==> src/rtl/core/nbb_pkg.sv <==
// ============================================================================
// nbb_pkg: shared types and constants of the nibble block blitter
// Item formats, command codes, register indexes and memory sizes.
// ============================================================================
package nbb_pkg;

    localparam int VRAM_BYTES   = 32768;
    localparam int ROM_BYTES    = 32768;
    localparam int ADDR_W       = 15;
    localparam int APB_AW       = 3;
    localparam int APB_DW       = 32;
    localparam int QUEUE_DEPTH  = 4;
    localparam int BLIT_SIDE    = 16;
    localparam int BLIT_NIBBLES = BLIT_SIDE * BLIT_SIDE;

    localparam logic [15:0] SRC_ALIGN_MASK = 16'hfffc;
    localparam logic [15:0] ROW_SKIP       = 16'd240;
    localparam logic [7:0]  SCROLL_LIMIT   = 8'd192;

    // Action codes of an input item.
    localparam logic [2:0] ACT_REG_WRITE = 3'd0;
    localparam logic [2:0] ACT_VRAM_WR   = 3'd1;
    localparam logic [2:0] ACT_VRAM_RD   = 3'd2;
    localparam logic [2:0] ACT_ROM_LOAD  = 3'd3;
    localparam logic [2:0] ACT_PIXEL     = 3'd4;

    // Blitter register indexes.
    localparam logic [1:0] REG_DST_HI = 2'd0;
    localparam logic [1:0] REG_DST_LO = 2'd1;
    localparam logic [1:0] REG_SRC_HI = 2'd2;
    localparam logic [1:0] REG_SRC_LO = 2'd3;

    // Configuration register select (paddr bit 2).
    localparam logic CFG_SCROLL = 1'b0;
    localparam logic CFG_FLIP   = 1'b1;

    typedef enum logic [2:0] {
        CMD_NOP     = 3'd0,
        CMD_VRAM_WR = 3'd1,
        CMD_VRAM_RD = 3'd2,
        CMD_ROM_WR  = 3'd3,
        CMD_PIXEL   = 3'd4,
        CMD_BLIT    = 3'd5
    } t_cmd;

    typedef struct packed {
        logic [2:0]        action;
        logic [1:0]        reg_index;
        logic [ADDR_W-1:0] byte_address;
        logic [7:0]        data;
        logic [7:0]        pixel_x;
        logic [7:0]        pixel_y;
    } t_in_item;

    typedef struct packed {
        logic [7:0] read_data;
        logic [3:0] pixel_color;
        logic       blit_performed;
    } t_out_item;

    typedef struct packed {
        t_cmd              cmd;
        logic [ADDR_W-1:0] addr;
        logic [7:0]        data;
        logic              nib_hi;
        logic [15:0]       src;
        logic [15:0]       dst;
        logic              copy;
    } t_entry;

    typedef struct packed {
        logic clearing;
    } t_back_status;

endpackage

==> src/rtl/core/nbb_queue.sv <==
// ============================================================================
// nbb_queue: command queue between front and back end
// A small FIFO of decoded commands, kept in order.
// ============================================================================
module nbb_queue (
    input  logic            i_clk,
    input  logic            i_rst_n,
    input  logic            i_push,
    input  nbb_pkg::t_entry i_entry,
    output logic            o_full,
    input  logic            i_pop,
    output nbb_pkg::t_entry o_entry,
    output logic            o_empty
);

    localparam int QAW = $clog2(nbb_pkg::QUEUE_DEPTH);

    nbb_pkg::t_entry r_slot [nbb_pkg::QUEUE_DEPTH];
    logic [QAW-1:0]  r_wr_ptr;
    logic [QAW-1:0]  r_rd_ptr;
    logic [QAW:0]    r_count;

    assign o_full  = (r_count == (QAW+1)'(nbb_pkg::QUEUE_DEPTH));
    assign o_empty = (r_count == '0);
    assign o_entry = r_slot[r_rd_ptr];

    always_ff @(posedge i_clk) begin
        if (!i_rst_n) begin
            r_wr_ptr <= '0;
            r_rd_ptr <= '0;
            r_count  <= '0;
        end else begin
            if (i_push) begin
                r_wr_ptr <= (r_wr_ptr == QAW'(nbb_pkg::QUEUE_DEPTH - 1)) ? '0 : r_wr_ptr + 1'b1;
            end
            if (i_pop) begin
                r_rd_ptr <= (r_rd_ptr == QAW'(nbb_pkg::QUEUE_DEPTH - 1)) ? '0 : r_rd_ptr + 1'b1;
            end
            if (i_push && !i_pop) begin
                r_count <= r_count + 1'b1;
            end else if (i_pop && !i_push) begin
                r_count <= r_count - 1'b1;
            end
        end
    end

    always_ff @(posedge i_clk) begin
        if (i_push) begin
            r_slot[r_wr_ptr] <= i_entry;
        end
    end

endmodule

==> config.mk <==
export PLATFORM = sky130hd
export DESIGN_NAME = nbb_queue
export DESIGN_NICKNAME = d
export VERILOG_FILES = /design/src/rtl/core/nbb_pkg.sv /design/src/rtl/core/nbb_queue.sv
export SDC_FILE = /design/constraint.sdc
export NUM_CORES = 1
export LEC_CHECK = 0
export BUFFER_PORTS_ARGS = -buffer_cell sky130_fd_sc_hd__buf_2
export CAP_MARGIN = 20
export CORE_UTILIZATION = 40
export CTS_CLUSTER_DIAMETER = 50
export DETAILED_ROUTE_END_ITERATION = 6
export GPL_ROUTABILITY_DRIVEN = 0
export GPL_TIMING_DRIVEN = 0
export SLEW_MARGIN = 20
export SYNTH_ARGS = -nofsm -noshare
export SYNTH_HDL_FRONTEND = slang
export SYNTH_SLANG_ARGS = --single-unit
==> constraint.sdc <==
create_clock -name i_clk -period 2.6 [get_ports i_clk]
set_clock_uncertainty 0.15 [all_clocks]
set_input_delay 0.26 -clock i_clk [delete_from_list [all_inputs] [get_ports i_clk]]
set_output_delay 0.26 -clock i_clk [all_outputs]
set_load 0.1 [all_outputs]
==> summary.txt <==
Yosys
  • Mapped Cells: 358
  • Synth area leaders: edfxtp_1 (78%), mux4_2 (15%), dfxtp_1 (2.0%), buf_12 (1.3%), ha_1 (0.82%)
  • Sequential area share after synthesis: 80.46%
  • Post-synthesis xor/xnor area fraction: 0.1908%
  • Cell taking the most area after synthesis: edfxtp_1
  • Post-synth EDFFs: 240
  • Compound-gate portion of the synthesized area: 0.2180%
  • Syn_area_per_cell: 25.65 um^2
  • Post-synthesis cell area: 0.009181 mm^2
  • Library cells used by synthesis: 22
  • Commonest cells post-synth: edfxtp_1 (240), mux4_2 (60), dfxtp_1 (9)
  • Area share of the largest cell type after synthesis: 78.50%
  • Synth Area in Simple Gates: 0.9812%
  • Ys async rst share: 0%
  • Seq cells post-synth: 249
  • Most frequent cell after synthesis: edfxtp_1
  • Synthesis Warnings: 0
  • Dominant synthesized flop cell: edfxtp_1
  • Syn nets: 429
  • Largest family of logic cells by synthesized area: multiplexers
  • Post-synthesis mux area share: 15.15%
  • Synth Area in Adders: 1.036%

Setup path
  • R2R setup slack: 0.79 ns
  • R2R cell count: 4
  • RR Startpoint: r_wr_ptr[0]$_SDFFE_PN0P_
  • Endpoint type of the worst setup path: primary output
  • Max incr delay on CP: 0.53 ns
  • Crit path DAT: 2.08 ns
  • Cell count along the critical path: 3
  • Worst path required time: 2.19 ns
  • Largest fanout on the critical path: 10
  • Number of buffer and inverter stages on the critical path: 2
  • CP delay by family, top: buffers and inverters
  • CP max stage cell: dfxtp_1
  • CP cell instances: buf_2 > mux4_2 > buf_4
  • Element type at the critical path start: register
  • Crit Path Category: reg2out

Routing
  • Initial DRT Pass Iterations: 6
  • Vias post-DR: 4339
  • Initial DRC Count: 184
  • Routed Wire Length: 16.64 mm
  • # DRC: 0
  • Drt via density: 4.870
  • Final ANT Viol Nets: 0
  • Routed length per placed instance: 18.68 um

Die
  • Die Ht: 153.5 um
  • IO Pins: 126
  • Die W: 153.5 um
  • Site row count: 55
  • Die Footprint: 0.02356 mm^2
  • Core area: 0.02257 mm^2
  • Initial Util: 40.68%

Power and ir drop
  • Power consumption: 10370 uW
  • Cell Pwr Density: 863.6 mW/mm^2
  • Max IR drop VDD: 0.0006417 V
  • Total leakage power: 0.004161 uW

STA
  • Setup TNS Final: 0 ns
  • Final setup fails: 0
  • Max Clock Freq: 401.5 MHz
  • Final hold vios: 0
  • Pins Over Slew Limit: 0
  • Period utilisation layout: 95.79%
  • Slew headroom: 66.46%
  • Post-route minimum period: 2.491 ns
  • RSZ-0062 raised after global routing: no
  • Fin worst setup slack: 0.1094 ns
  • Worst-margin pin slew: 0.5066 ns

GRT
  • Vias in the first global route: 4839
  • Largest net degree at the start of global routing: 45
  • Total GRT Usage: 14.50%
  • First-pass GRT wire length: 25.99 mm
  • GR Overflow Total: 0
  • Initial antenna violation count: 0

Clock tree
  • Post-CTS Setup Bufs: 0
  • Clk buf depth: 3
  • CTS clk-pin slew, worst paths: 0.06 ns
  • Cts bufs inserted: 30
  • Clock Sinks: 249
  • Clock latency on the worst-skew pair: 0.54 ns
  • Root Buffer: clkbuf_16
  • CTS tree: built
  • CTS H-Tree Depth: 1

Worst hold path
  • HP Start: i_entry[8]
  • Hold path depth: 2
  • Worst Hold Class: in2reg

Place
  • Port buffer count: 125
  • Dpl ws: 0.3859 ns
  • Hpwl dp: 9.954 mm

Cells and area
  • Final Net Count: 653
  • ANT cells: 0
  • Share of layout cells above drive strength 1: 42.08%
  • Area Growth Syn to Fin: 30.80%

Outcome
  • Outcome: finished clean

Job
  • Max Cap Viol: 0
==> repair_timing <==
action / in CTS / in global routing
hold buffers: 64 / 0
resized for setup: 51 / 0
endpoints found under the hold margin: 249 / 0
setup endpoints to repair: 60 / 0
==> final timing paths <==
check / endpoint
worst min-delay path: r_slot[0][8]$_DFFE_PP_
worst min register to register: r_count[2]$_SDFFE_PN0P_
worst max-delay path: o_entry[40]
worst max register to register: r_slot[2][48]$_DFFE_PP_
==> state kept, by name, summed over array words and instances, names as in the netlist, named ones only <==
signal and flops:
r_wr_ptr 2, r_slot 240, r_count 3, r_rd_ptr 2
==> cells in the final DEF, fill, tap and decap left out <==
cell	n
bufinv_16	1
a21boi_0	1
clkinv_1	8
xnor2_1	1
nor2b_1	5
buf_12	6
mux2i_1	4
and2_4	4
buf_16	4
fa_1	1
clkinv_2	6
clkinvlp_4	2
nor3_2	1
nor3_1	1
clkbuf_1	1
nor2_1	1
buf_4	51
dfxtp_1	9
buf_6	1
o21ai_0	1
clkbuf_16	31
clkinv_4	2
nor3b_2	1
and2_1	1
dlygate4sd3_1	64
o21a_1	1
inv_8	2
ha_1	6
edfxtp_1	240
or3_1	1
buf_2	80
inv_6	3
xor2_1	1
inv_1	4
mux4_2	60
==> logic make-up after synthesis <==
logic type | count (synthesis)
flip-flops | 249
multiplexers | 64
buffers and inverters | 18
AND/OR/NAND/NOR | 15
adder cells (fa/ha/maj) | 7
AO/OA/AOI/OAI | 3
XOR/XNOR | 2
==> where the power goes <==
group	leakage (uW)	switching [uW]	internal (uW)
registers	0.00228	52.1	4590
logic	0.00141	1340	509
clock network	0.000468	1590	2290
total	0.00416	2980	7390
==> area by class of cell <==
| cell class | instances | area [um^2] |
|---|---|---|
| Tap cell | 285 | 356.6 |
| Fill cell | 1820 | 10560 |
| Inverter | 4 | 15.01 |
| Multi-Input combinational cell | 91 | 1634 |
| Timing Repair Buffer | 193 | 1504 |
| Clock inverter | 24 | 171.4 |
| Clock buffer | 32 | 779.5 |
| Buffer | 13 | 161.4 |
| Sequential cell | 249 | 7387 |
==> through the flow <==
stage	std cells	utilization, %	hold WS, ns	area, um^2
finish	891	53.20	0.3258	12010
global route	891	53.20	0.3124	12010
CTS	891	53.20	0.2930	12010
detailed placement	772	45.60	0.3271	10290
global placement	768	45.07	0.3194	10170
floorplan	358	-	0.2089	9191
==> per-layer routing <==
metal	GRT usage, %	vias to the layer above	share of wire, %
met5	0	-	0
met3	3.298	28	5.0
met1	17.76	2216	42
met2	25.82	109	51
met4	3.905	0	1.8
li1	-	1986	-
(Power assumes the default switching activity.)
