**src/rtl/core/nbb_pkg.sv**
```systemverilog
// ============================================================================
// nbb_pkg: shared types and constants of the nibble block blitter
// Item formats, command codes, register indexes and memory sizes.
// ============================================================================
package nbb_pkg;

    localparam int VRAM_BYTES   = 32768;
    localparam int ROM_BYTES    = 32768;
    localparam int ADDR_W       = 15;
    localparam int APB_AW       = 3;
    localparam int APB_DW       = 32;
    localparam int QUEUE_DEPTH  = 4;
    localparam int BLIT_SIDE    = 16;
    localparam int BLIT_NIBBLES = BLIT_SIDE * BLIT_SIDE;

    localparam logic [15:0] SRC_ALIGN_MASK = 16'hfffc;
    localparam logic [15:0] ROW_SKIP       = 16'd240;
    localparam logic [7:0]  SCROLL_LIMIT   = 8'd192;

    // Action codes of an input item.
    localparam logic [2:0] ACT_REG_WRITE = 3'd0;
    localparam logic [2:0] ACT_VRAM_WR   = 3'd1;
    localparam logic [2:0] ACT_VRAM_RD   = 3'd2;
    localparam logic [2:0] ACT_ROM_LOAD  = 3'd3;
    localparam logic [2:0] ACT_PIXEL     = 3'd4;

    // Blitter register indexes.
    localparam logic [1:0] REG_DST_HI = 2'd0;
    localparam logic [1:0] REG_DST_LO = 2'd1;
    localparam logic [1:0] REG_SRC_HI = 2'd2;
    localparam logic [1:0] REG_SRC_LO = 2'd3;

    // Configuration register select (paddr bit 2).
    localparam logic CFG_SCROLL = 1'b0;
    localparam logic CFG_FLIP   = 1'b1;

    typedef enum logic [2:0] {
        CMD_NOP     = 3'd0,
        CMD_VRAM_WR = 3'd1,
        CMD_VRAM_RD = 3'd2,
        CMD_ROM_WR  = 3'd3,
        CMD_PIXEL   = 3'd4,
        CMD_BLIT    = 3'd5
    } t_cmd;

    typedef struct packed {
        logic [2:0]        action;
        logic [1:0]        reg_index;
        logic [ADDR_W-1:0] byte_address;
        logic [7:0]        data;
        logic [7:0]        pixel_x;
        logic [7:0]        pixel_y;
    } t_in_item;

    typedef struct packed {
        logic [7:0] read_data;
        logic [3:0] pixel_color;
        logic       blit_performed;
    } t_out_item;

    typedef struct packed {
        t_cmd              cmd;
        logic [ADDR_W-1:0] addr;
        logic [7:0]        data;
        logic              nib_hi;
        logic [15:0]       src;
        logic [15:0]       dst;
        logic              copy;
    } t_entry;

    typedef struct packed {
        logic clearing;
    } t_back_status;

endpackage

```
**src/rtl/core/nbb_if.sv**
```systemverilog
// ============================================================================
// nbb_if: valid/ready channels of the nibble block blitter
// One interface for input items and one for result items.
// ============================================================================
interface nbb_in_if;
    logic              valid;
    logic              ready;
    nbb_pkg::t_in_item item;

    modport source (output valid, output item, input ready);
    modport sink (input valid, input item, output ready);
endinterface


```
**src/rtl/core/nbb_front.sv**
```systemverilog
// ============================================================================
// nbb_front: input decode and configuration registers
// Accepts items, keeps the blitter address registers, resolves pixel
// addresses and turns each item into a command for the back end.
// ============================================================================
module nbb_front (
    input  logic                          i_clk,
    input  logic                          i_rst_n,
    nbb_in_if.sink                        i_in,
    input  nbb_pkg::t_back_status         i_status,
    input  logic                          i_full,
    output logic                          o_push,
    output nbb_pkg::t_entry               o_entry,
    input  logic                          psel,
    input  logic                          penable,
    input  logic                          pwrite,
    input  logic [nbb_pkg::APB_AW-1:0]    paddr,
    input  logic [nbb_pkg::APB_DW-1:0]    pwdata,
    output logic [nbb_pkg::APB_DW-1:0]    prdata,
    output logic                          pready
);

    logic [7:0] r_scroll;
    logic       r_flip;
    logic [7:0] r_dst_hi;
    logic [7:0] r_dst_lo;
    logic [7:0] r_src_hi;

    logic       cfg_wr;
    logic [7:0] flip_mask;
    logic [7:0] ex;
    logic [7:0] ey;

    assign pready = 1'b1;
    assign cfg_wr = psel && penable && pwrite;

    always_comb begin
        prdata = '0;
        if (paddr[2] == nbb_pkg::CFG_FLIP) begin
            prdata[0] = r_flip;
        end else begin
            prdata[7:0] = r_scroll;
        end
    end

    always_ff @(posedge i_clk) begin
        if (!i_rst_n) begin
            r_scroll <= '0;
            r_flip   <= 1'b0;
        end else if (cfg_wr) begin
            if (paddr[2] == nbb_pkg::CFG_FLIP) begin
                r_flip <= pwdata[0];
            end else begin
                r_scroll <= pwdata[7:0];
            end
        end
    end

    // Nothing is taken while the video RAM clearing pass runs.
    assign i_in.ready = !i_full && !i_status.clearing;
    assign o_push     = i_in.valid && i_in.ready;

    // Screen flip inverts both coordinates; scroll only applies left of column 192.
    assign flip_mask = {8{r_flip}};
    assign ex        = i_in.item.pixel_x ^ flip_mask;
    assign ey        = (i_in.item.pixel_y ^ flip_mask)
                       + ((ex < nbb_pkg::SCROLL_LIMIT) ? r_scroll : 8'd0);

    always_comb begin
        o_entry        = '0;
        o_entry.cmd    = nbb_pkg::CMD_NOP;
        o_entry.addr   = i_in.item.byte_address;
        o_entry.data   = i_in.item.data;
        o_entry.src    = {r_src_hi, i_in.item.data} & nbb_pkg::SRC_ALIGN_MASK;
        o_entry.dst    = {r_dst_hi, r_dst_lo};
        o_entry.copy   = i_in.item.data[0];
        unique case (i_in.item.action)
            nbb_pkg::ACT_REG_WRITE: begin
                if (i_in.item.reg_index == nbb_pkg::REG_SRC_LO) begin
                    o_entry.cmd = nbb_pkg::CMD_BLIT;
                end
            end
            nbb_pkg::ACT_VRAM_WR: o_entry.cmd = nbb_pkg::CMD_VRAM_WR;
            nbb_pkg::ACT_VRAM_RD: o_entry.cmd = nbb_pkg::CMD_VRAM_RD;
            nbb_pkg::ACT_ROM_LOAD: o_entry.cmd = nbb_pkg::CMD_ROM_WR;
            nbb_pkg::ACT_PIXEL: begin
                o_entry.cmd    = nbb_pkg::CMD_PIXEL;
                o_entry.addr   = {ey, ex[7:1]};
                o_entry.nib_hi = ex[0];
            end
            default: o_entry.cmd = nbb_pkg::CMD_NOP;
        endcase
    end

    always_ff @(posedge i_clk) begin
        if (!i_rst_n) begin
            r_dst_hi <= '0;
            r_dst_lo <= '0;
            r_src_hi <= '0;
        end else if (o_push && i_in.item.action == nbb_pkg::ACT_REG_WRITE) begin
            unique case (i_in.item.reg_index)
                nbb_pkg::REG_DST_HI: r_dst_hi <= i_in.item.data;
                nbb_pkg::REG_DST_LO: r_dst_lo <= i_in.item.data;
                nbb_pkg::REG_SRC_HI: r_src_hi <= i_in.item.data;
                default: ;
            endcase
        end
    end

endmodule

```
**src/flat_wrapper.sv**
```systemverilog
// flat-port wrapper written by rule: the top's interface ports become plain ports
module nbb_front_flat 
  (i_clk, i_rst_n, i_status, i_full, o_push, o_entry, psel, penable, pwrite, paddr, pwdata, prdata, pready, i_in_valid, i_in_item, i_in_ready);
  nbb_in_if i_in_i ();
  input  logic i_clk;
  input  logic i_rst_n;
  input  nbb_pkg::t_back_status i_status;
  input  logic i_full;
  output logic o_push;
  output nbb_pkg::t_entry o_entry;
  input  logic psel;
  input  logic penable;
  input  logic pwrite;
  input  logic [nbb_pkg::APB_AW-1:0] paddr;
  input  logic [nbb_pkg::APB_DW-1:0] pwdata;
  output logic [nbb_pkg::APB_DW-1:0] prdata;
  output logic pready;
  input wire logic [$bits(i_in_i.valid)-1:0] i_in_valid;
  input wire logic [$bits(i_in_i.item)-1:0] i_in_item;
  output wire logic [$bits(i_in_i.ready)-1:0] i_in_ready;
  assign i_in_i.valid = i_in_valid;
  assign i_in_i.item = i_in_item;
  assign i_in_ready = i_in_i.ready;
  nbb_front u_core (.i_clk(i_clk), .i_rst_n(i_rst_n), .i_in(i_in_i), .i_status(i_status), .i_full(i_full), .o_push(o_push), .o_entry(o_entry), .psel(psel), .penable(penable), .pwrite(pwrite), .paddr(paddr), .pwdata(pwdata), .prdata(prdata), .pready(pready));
endmodule
```
**config.mk**
```make
export PLATFORM = sky130hd
export DESIGN_NAME = nbb_front_flat
export DESIGN_NICKNAME = d
export VERILOG_FILES = /design/src/rtl/core/nbb_pkg.sv /design/src/rtl/core/nbb_if.sv /design/src/rtl/core/nbb_front.sv /design/src/flat_wrapper.sv
export SDC_FILE = /design/constraint.sdc
export NUM_CORES = 1
export LEC_CHECK = 0
export BUFFER_PORTS_ARGS = -buffer_cell sky130_fd_sc_hd__buf_2
export CORE_UTILIZATION = 37
export DETAILED_ROUTE_END_ITERATION = 7
export PLACE_DENSITY = 0.78
export SETUP_SLACK_MARGIN = 0.1
export SLEW_MARGIN = 20
export SYNTH_ARGS = -nofsm -noshare
export SYNTH_HDL_FRONTEND = slang
export SYNTH_SLANG_ARGS = --single-unit
export TNS_END_PERCENT = 20
```
**constraint.sdc**
```tcl
create_clock -name i_clk -period 2.2 [get_ports i_clk]
set_input_delay 0 -clock i_clk [delete_from_list [all_inputs] [get_ports i_clk]]
set_output_delay 0 -clock i_clk [all_outputs]
set_load 0.05 [all_outputs]
```
==> reports/qor.yml, run 1 <==
critical_path:
  end_kind: "output port"
  critPathMaxFanout: 9
  cp-start-kind: "register"
  cp.arrival_ns: 2.36
  rr_worst_depth: 3
  cp.depth: 11
  crit_family: "simple AND/OR/NAND/NOR gates"
  r2r_slack_ns: 1.39
  worstPathRequired_ns: 2.20
  cp_slowest_cell: "or4_4"
  cp_cell_sequence: "buf_12, xor2_2, ha_4, inv_2, fa_2, nor2b_2, o21ai_2, a21boi_2, or4_4, nand3_4, buf_8"
  r2r-start: "u_core.r_flip"
  r2r_end: "u_core.r_flip"
  crit_buf_inv: 3
  cpPeakStageDelay_ns: 0.43
  critPathKind: "reg2out"
floorplan:
  fp-row-count: 28
  start_util: 0.393
  core_area_mm2: 0.00606
  ios: 182
  die_y_um: 82.3
  die_w_um: 82.3
  dieArea_mm2: 0.00677
synthesis:
  ys_ff_latch: 33
  synth_xor_area_frac: 0.0735
  yosys.area_share.adder: 0.0451
  synth_top_family_by_area: "simple AND/OR/NAND/NOR gates"
  yosys_warnings: 0
  synth_compound_area_frac: 0.0923
  synthArstFlopShare: 0
  synth_seq_area_share: 0.277
  synthCells: 287
  synth_area_mm2: 0.00238
  syn_area_per_cell_um2: 8.31
  synth-edff-count: 0
  synth_cell_types: 38
  synth.area.mux_share: 0.114
  yosys.area_share.simple: 0.227
  synth-main-ff-cell: "dfxtp_1"
clock_tree:
  cts_root_buf: "clkbuf_8"
  post-cts-setup-buffers: 0
  clkTransAtPathRegs_ns: 0.07
  cts_tree: "done"
  clk-insertion-delay-late_ns: 0.28
  h-tree-depth: 2
  cts_sinks: 33
  cts_buffers: 5
  clock_path_buffers: 2
sta:
  relSlewSlack: 0.530
  finalWorstSetupSlack_ns: -0.161
  rsz0062_at_grt: "true"
  finalMaxSlewViolations: 0
  skew_ns: 0
  setup_viol: 5
  fmax_ghz: 0.424
  finalCritPeriodShare: 1.07
  tightest_slew_ns: 0.703
  hold_viol_final: 0
  finalCriticalPeriod_ns: 2.36
finish:
  stdcell_area_mm2: 0.00329
  layout.nets: 506
  drive_above_1_share: 0.422
  syn_to_final_growth_pct: 38.0
  final_cell_mix: "buf_2, nor2b_1, nand2_1, dfxtp_1, conb_1"
  final_common_cell: "buf_2"
  antenna_cells: 0
detailed_routing:
  vias_per_cell: 4.59
  vias: 2233
  ant_nets: 0
  dr.pass1.iters: 4
  wl_um: 5900
  drt_iter0_drc: 57
  wl_per_cell_um: 12.1
  drc: 0
grt:
  grt_max_degree: 34
  antenna_found_initial: 0
  grt.total_usage: 0.169
  grt_pass1_wl_um: 8710
  grt-ovfl-total: 0
  grt_pass1_vias: 1996
run:
  drv_cap: 0
placed_design:
  io_buffers: 128
  place_hpwl_um: 4540
  gp_congestion: 0.850
  place_area_mm2: 0.00299
hold_path:
  min_to: "u_core.r_dst_lo[1]"
  hold_path_class: "in2reg"
  worstHoldStart: "i_in_item[17]"
  min_path_cells: 3
status:
  status: "finished with violations"
  failed_checks: "setup timing"
power_and_ir_drop:
  power_density_mw_per_mm2: 528
  vdd_drop_max_mv: 0.388
  p_total_mw: 1.74
  p_leak_nw: 1.71
sequential cells by signal (all words and copies together) (netlist names):
signal	flops
u_core.r_flip	1
u_core.r_scroll	8
u_core.r_src_hi	8
u_core.r_dst_lo	8
u_core.r_dst_hi	8
cell usage after synthesis (all sizes together), types with 2 or more instances:
| master | count | area share |
|---|---|---|
| buf | 47 | 0.15 |
| nor2b | 34 | 0.089 |
| dfxtp | 33 | 0.28 |
| nand2 | 33 | 0.052 |
| mux2i | 25 | 0.10 |
| o21ai | 15 | 0.031 |
| xnor2 | 10 | 0.037 |
| xor2 | 10 | 0.037 |
| a21boi | 9 | 0.028 |
| nor2 | 9 | 0.014 |
| clkbuf | 8 | 0.013 |
| and2 | 7 | 0.018 |
| ha | 7 | 0.037 |
| inv | 6 | 0.0094 |
| a21oi | 4 | 0.0084 |
| a31oi | 3 | 0.0079 |
| nand3 | 3 | 0.0063 |
| nor3b | 3 | 0.012 |
| a21o | 2 | 0.0063 |
| conb | 2 | 0.0031 |
| mux2 | 2 | 0.0094 |
| nand3b | 2 | 0.0063 |
worst min-delay path, stage by stage:
cell     delay [ns]
buf_2          0.11
mux2i_1        0.07
nor2b_1        0.10
where the power goes:
group	switching [mW]	internal (mW)	total, mW
Sequential	0.00414	0.601	0.605
Combinational	0.388	0.165	0.554
Clock	0.211	0.369	0.580
Total	0.604	1.14	1.74
area by class of cell:
type / instances / area, um2
clock inverter: 1 / 30.0
timing repair buffer: 147 / 863
sequential: 33 / 664
fill: 565 / 2770
multi-input combinational: 218 / 1530
tap: 75 / 93.8
inverter: 6 / 22.5
clock buffer: 7 / 86.3
cells by family (layout without fill, tap and decap cells):
group / after synthesis / after routing
multiplexers: 27 / 27
adder cells (fa/ha/maj): 8 / 8
other: 2 / 27
AO/OA/AOI/OAI: 36 / 36
flip-flops: 33 / 33
XOR/XNOR: 20 / 20
AND/OR/NAND/NOR: 100 / 100
buffers and inverters: 61 / 161
metrics by stage:
stage          cells  utilization  setup WS [ns]  hold WS, ns  setup TNS [ns]
4_1_cts          487        0.541         -0.175       0.0192          -0.581
6_report         487        0.543         -0.161       0.0293          -0.523
5_1_grt          487        0.543         -0.278       0.0298           -1.24
3_5_place_dp     471        0.493         -0.116        0.262          -0.158
3_3_place_gp     471        0.493        -0.0323        0.256         -0.0323
2_1_floorplan    312            -       -0.00791        0.145        -0.00791
metal layers:
metal | up-vias | GRT usage | share of wire
li1 | 1122 | - | -
met1 | 997 | 0.184 | 0.40
met2 | 104 | 0.312 | 0.52
met3 | 10 | 0.0396 | 0.068
met4 | 0 | 0.0702 | 0.016
met5 | - | 0 | 0
timing repair:
action                                  CTS  global route
gates resized for setup                  27             4
hold buffers                              8             0
endpoints found under the hold margin     8             0
pin swaps                                13             5
endpoints found under the setup margin    7             7
worst max path at each step:
stage / to / start / slack [ns]
floorplan: o_entry[53] / u_core.r_flip / -0.008
CTS: o_entry[55] / u_core.r_flip / -0.17
finish: o_entry[55] / u_core.r_flip / -0.16
global placement: o_entry[55] / u_core.r_flip / -0.03
global route: o_entry[55] / u_core.r_flip / -0.28
detailed placement: o_entry[55] / u_core.r_flip / -0.12
Note: power is estimated with default switching activity, not from simulation.
==> run 2, diff against run 1 <==
--- a/config.mk
+++ b/config.mk
@@ -6,6 +6,7 @@
 export NUM_CORES = 1
 export LEC_CHECK = 0
 export BUFFER_PORTS_ARGS = -buffer_cell sky130_fd_sc_hd__buf_2
+export CORE_MARGIN = 2
 export CORE_UTILIZATION = 37
 export DETAILED_ROUTE_END_ITERATION = 7
 export PLACE_DENSITY = 0.78
==> run 2 against run 1 <==
Net effect:
- the flow still finishes with violations (setup timing)
- count of clock-buffer cells in the layout unchanged
- clock power about the same
- global-route usage down 1.3 points
- cell area up 3.6%
- register-to-register slack worse by 0.11 ns
- power up 1.0%
- combinational power up 3%
- sequential share of layout area down 0.70 points
- die area up 4.9%
- highest routed layer unchanged
==> reports/qor.yml, run 2 (synthesized netlist as in run 1, its figures left out) <==
finish:
  fin_cells: 498
  final_common_cell: "buf_2"
  layout.nets: 515
  syn_to_final_growth_pct: 42.9
  drive_above_1_share: 0.449
  final_cell_mix: "buf_2, nor2b_1, nand2_1, dfxtp_1, conb_1"
  antenna_cells: 0
critical_path:
  cp-start-kind: "register"
  end_kind: "output port"
  critPathMaxFanout: 5
  critPathKind: "reg2out"
  worstPathRequired_ns: 2.20
  cp.arrival_ns: 2.34
sta:
  setup_viol: 5
  tightest_slew_ns: 0.572
  tns_ns: -0.557
  fmax_ghz: 0.427
  finalCriticalPeriod_ns: 2.34
  whs_ns: 0.0251
  hold_viol_final: 0
  rsz0062_at_grt: "true"
  finalWorstSetupSlack_ns: -0.144
  finalCritPeriodShare: 1.07
  finalMaxSlewViolations: 0
  relSlewSlack: 0.617
  skew_ns: 0
grt:
  met3_usage: 0.0413
  busiest_layer: "met2"
  grt_use_met1: 0.185
  grt_pass1_wl_um: 9100
  grt-ovfl-total: 0
  grt.total_usage: 0.156
  grt_max_degree: 34
  use_met2: 0.274
  grt_pass1_vias: 2054
  antenna_found_initial: 0
clock_tree:
  cts_tree: "done"
  cts_sinks: 33
  clk-insertion-delay-late_ns: 0.28
  clock_path_buffers: 2
  clkTransAtPathRegs_ns: 0.07
  cts_buffers: 5
  cts_root_buf: "clkbuf_8"
  h-tree-depth: 2
detailed_routing:
  vias: 2218
  dr.pass1.iters: 4
  ant_nets: 0
  wl_per_cell_um: 11.7
  drt_iter0_drc: 38
  vias_per_cell: 4.45
  wl_um: 5840
  drc: 0
floorplan:
  die_w_um: 84.3
  die_y_um: 84.3
  dieArea_mm2: 0.00710
  core_area_mm2: 0.00628
  ios: 182
  fp-row-count: 29
  start_util: 0.380
power_and_ir_drop:
  power_density_mw_per_mm2: 516
  vdd_drop_max_mv: 0.414
  p_leak_nw: 1.75
placed_design:
  io_buffers: 128
  dp_cells: 476
  place_hpwl_um: 4590
  gp_congestion: 0.816
hold_path:
  hold_path_class: "in2reg"
run:
  drv_cap: 0
status:
  failed_checks: "setup timing"
  status: "finished with violations"
[run 2: final timing paths]
check / to / cells past startpoint / start / slack [ns]
setup / recovery: o_entry[55] / 11 / u_core.r_flip / -0.14
hold / removal: u_core.r_dst_hi[0] / 3 / i_in_item[16] / 0.03
setup reg to reg: u_core.r_flip / 4 / u_core.r_flip / 1.28
hold reg to reg: u_core.r_scroll[1] / 2 / u_core.r_scroll[1] / 0.48
[run 2: final cells by class]
cell class	instances	area [um2]
timing repair buffer	156	926
sequential	33	664
inverter	6	22.5
tap	77	96.3
fill	580	2870
multi-input combinational	218	1580
clock buffer	7	86.3
clock inverter	1	30.0
[run 2: metal layers]
| metal | routed length [um] | vias to the layer above |
|---|---|---|
| met4 | 83 | 0 |
| met1 | 2300 | 978 |
| li1 | - | 1133 |
| met3 | 486 | 9 |
| met2 | 2980 | 98 |
| met5 | 0 | - |
[run 2: repair_timing]
action,CTS,global route
gates resized for setup,26,13
setup endpoints to repair,7,7
pin swaps,16,4
setup buffers,5,1
endpoints found under the hold margin,9,0
hold buffers,8,0
[run 2: report_power, final]
group | leakage (nW) | internal, mW | switching (mW)
Combinational | 1.43 | 0.177 | 0.393
Sequential | 0.267 | 0.601 | 0.00380
Clock | 0.0585 | 0.369 | 0.213
Total | 1.75 | 1.15 | 0.610
[run 2: critical path, stage by stage (launching register included)]
cell and delay [ns]:
dfxtp_4 0.37, buf_6 0.14, xor2_2 0.18, ha_4 0.17, inv_2 0.06, fa_2 0.21
nor2b_2 0.05, o21ai_2 0.15, a21boi_2 0.09, or4_4 0.43, nand3_4 0.09, buf_8 0.14
[run 2: through the flow]
step / util / instance area (um2) / setup WS [ns] / total power [mW]
after CTS: 0.530 / 3330 / -0.146 / 1.76
after detailed placement: 0.478 / 3000 / -0.0898 / 1.14
after floorplan: - / 2550 / -0.00791 / 1.06
after global placement: 0.478 / 3000 / -0.0359 / 1.13
after global routing: 0.543 / 3410 / -0.251 / 1.83
final: 0.543 / 3410 / -0.144 / 1.76
==> run 3, diff against run 2 <==
==> constraint.sdc (replaced) <==
create_clock -name i_clk -period 2.2 [get_ports i_clk]
set_input_delay 0.11 -clock i_clk [delete_from_list [all_inputs] [get_ports i_clk]]
set_output_delay 0.11 -clock i_clk [all_outputs]
set_load 0.05 [all_outputs]
==> run 3 against run 2 <==
Net effect:
- the run still ends with setup timing left
- sequential share of layout area rose by 0.36 points
- combinational power barely moved
- fmax fell by 4.7%
- sequential power barely moved
- clock power fell by 28%
- non-clock buffer count fell by 4
- hold slack improved by 0.065 ns
- utilization fell by 0.98 points
- largest cell class unchanged
- largest power group unchanged
==> reports/qor.yml, run 3 (synthesized netlist as in run 1, its figures left out) <==
sta:
  finalCriticalPeriod_ns: 2.46
  finalCritPeriodShare: 1.12
  finalMaxSlewViolations: 0
  hold_viol_final: 0
  fmax_ghz: 0.407
  rsz0062_at_grt: "true"
  skew_ns: 0
  tightest_slew_ns: 0.557
  finalWorstSetupSlack_ns: -0.259
  relSlewSlack: 0.628
  setup_viol: 6
grt:
  antenna_found_initial: 0
  grt_pass1_vias: 2094
  grt_max_degree: 34
  grt_pass1_wl_um: 9560
  grt.total_usage: 0.162
  grt-ovfl-total: 0
finish:
  syn_to_final_growth_pct: 40.3
  final_cell_mix: "buf_2, nor2b_1, nand2_1, dfxtp_1, conb_1"
  final_util: 0.533
  fillCellCount: 573
  final_common_cell: "buf_2"
  regArea_um2: 664
  layout.nets: 511
  drive_above_1_share: 0.470
  stdcell_area_mm2: 0.00335
  multi_input_area_mm2: 0.00161
  antenna_cells: 0
critical_path:
  critPathKind: "reg2out"
  cp-start-kind: "register"
  end_kind: "output port"
  critPathMaxFanout: 4
  worstPathRequired_ns: 2.09
  cp.arrival_ns: 2.35
run:
  drv_cap: 0
power_and_ir_drop:
  intPower_uw: 992
  vdd_drop_max_mv: 0.457
  p_leak_nw: 1.72
  p_sw_uw: 602
  pwr-share-clk: 0.264
  power_density_mw_per_mm2: 476
  p_comb_frac: 0.356
  switching_share: 0.378
  p_seq_frac: 0.379
placed_design:
  gp_congestion: 0.773
  io_buffers: 128
  place_area_mm2: 0.00305
  place_hpwl_um: 4830
status:
  status: "finished with violations"
  failed_checks: "setup timing"
detailed_routing:
  ant_nets: 0
  drt_iter0_drc: 34
  vias: 2221
  wl_um: 6000
  dr.pass1.iters: 4
  drc: 0
  vias_per_cell: 4.50
  wl_per_cell_um: 12.2
floorplan:
  die_y_um: 84.3
  fp-row-count: 29
  ios: 182
  start_util: 0.380
  die_w_um: 84.3
  core_area_mm2: 0.00628
  dieArea_mm2: 0.00710
clock_tree:
  clkTransAtPathRegs_ns: 0.06
  cts_buffers: 5
  clk-insertion-delay-late_ns: 0.27
  ctsHoldBuffers: 0
  cts_root_buf: "clkbuf_8"
  cts_sinks: 33
  clock_path_buffers: 2
  cts_tree: "done"
  h-tree-depth: 2
hold_path:
  hold_path_class: "in2reg"
run 3: changes by cell type in the layout (fill, tap and decap cells not counted), sizes merged:
cell	previous run	this run
buf	148	152
bufinv	1	0
clkbuf	7	6
clkinv	0	2
dlygate4sd3	8	0
run 3: area by class of cell:
| type | instances | share of cell area |
|---|---|---|
| clock buffer | 6 | 0.0217 |
| clock inverter | 2 | 0.00299 |
| inverter | 6 | 0.00673 |
| multi-input combinational | 218 | 0.480 |
| sequential | 33 | 0.199 |
| tap | 77 | 0.0288 |
| timing repair buffer | 152 | 0.262 |
run 3: what timing repair did:
action / CTS / global route
setup buffers: 3 / 0
resized for setup: 24 / 18
cloned: 0 / 0
pin swaps: 14 / 7
setup endpoints to repair: 7 / 7
hold endpoints to repair: 0 / 0
run 3: layer usage:
layer,share of wire,GRT usage,vias up
met4,0.0038,0.0411,0
li1,-,-,1125
met2,0.52,0.286,93
met1,0.39,0.197,1001
met3,0.084,0.0403,2
met5,0,0,-
run 3: final timing paths:
path,startpoint,to,slack (ns),cells after the start
setup / recovery,u_core.r_flip,o_entry[54],-0.26,11
hold / removal,pwdata[1],u_core.r_scroll[1],0.09,3
setup reg to reg,u_core.r_flip,u_core.r_flip,1.31,3
hold reg to reg,u_core.r_scroll[5],u_core.r_scroll[5],0.49,2
run 3: metrics by stage:
step	TNS [ns]	hold WS (ns)	total power, mW	std cells	worst slack [ns]
floorplan	-0.429	0.255	1.06	312	-0.118
global placement	-0.275	0.370	1.14	483	-0.148
detailed placement	-0.465	0.379	1.15	483	-0.212
CTS	-1.40	0.0839	1.60	494	-0.268
global route	-1.96	0.0938	1.68	494	-0.368
finish	-1.29	0.0903	1.59	494	-0.259
run 3: power by group through the flow:
stage | logic (mW) | clock network (mW) | registers [mW]
3_5_place_dp | 0.528 | 0 | 0.619
6_report | 0.568 | 0.421 | 0.605
2_1_floorplan | 0.436 | 0 | 0.621
5_1_grt | 0.601 | 0.470 | 0.605
4_1_cts | 0.549 | 0.442 | 0.605
3_3_place_gp | 0.523 | 0 | 0.619
run 3: critical path, cell delays in order, from the launching register on:
cell and delay, ns:
dfxtp_4 0.37, nor2_4 0.11, a21oi_4 0.05, and2_1 0.17, ha_1 0.30, buf_4 0.16, a21oi_4 0.15, nand2_2 0.09
a31oi_1 0.20, xor2_1 0.24, o21ai_2 0.08, buf_6 0.15
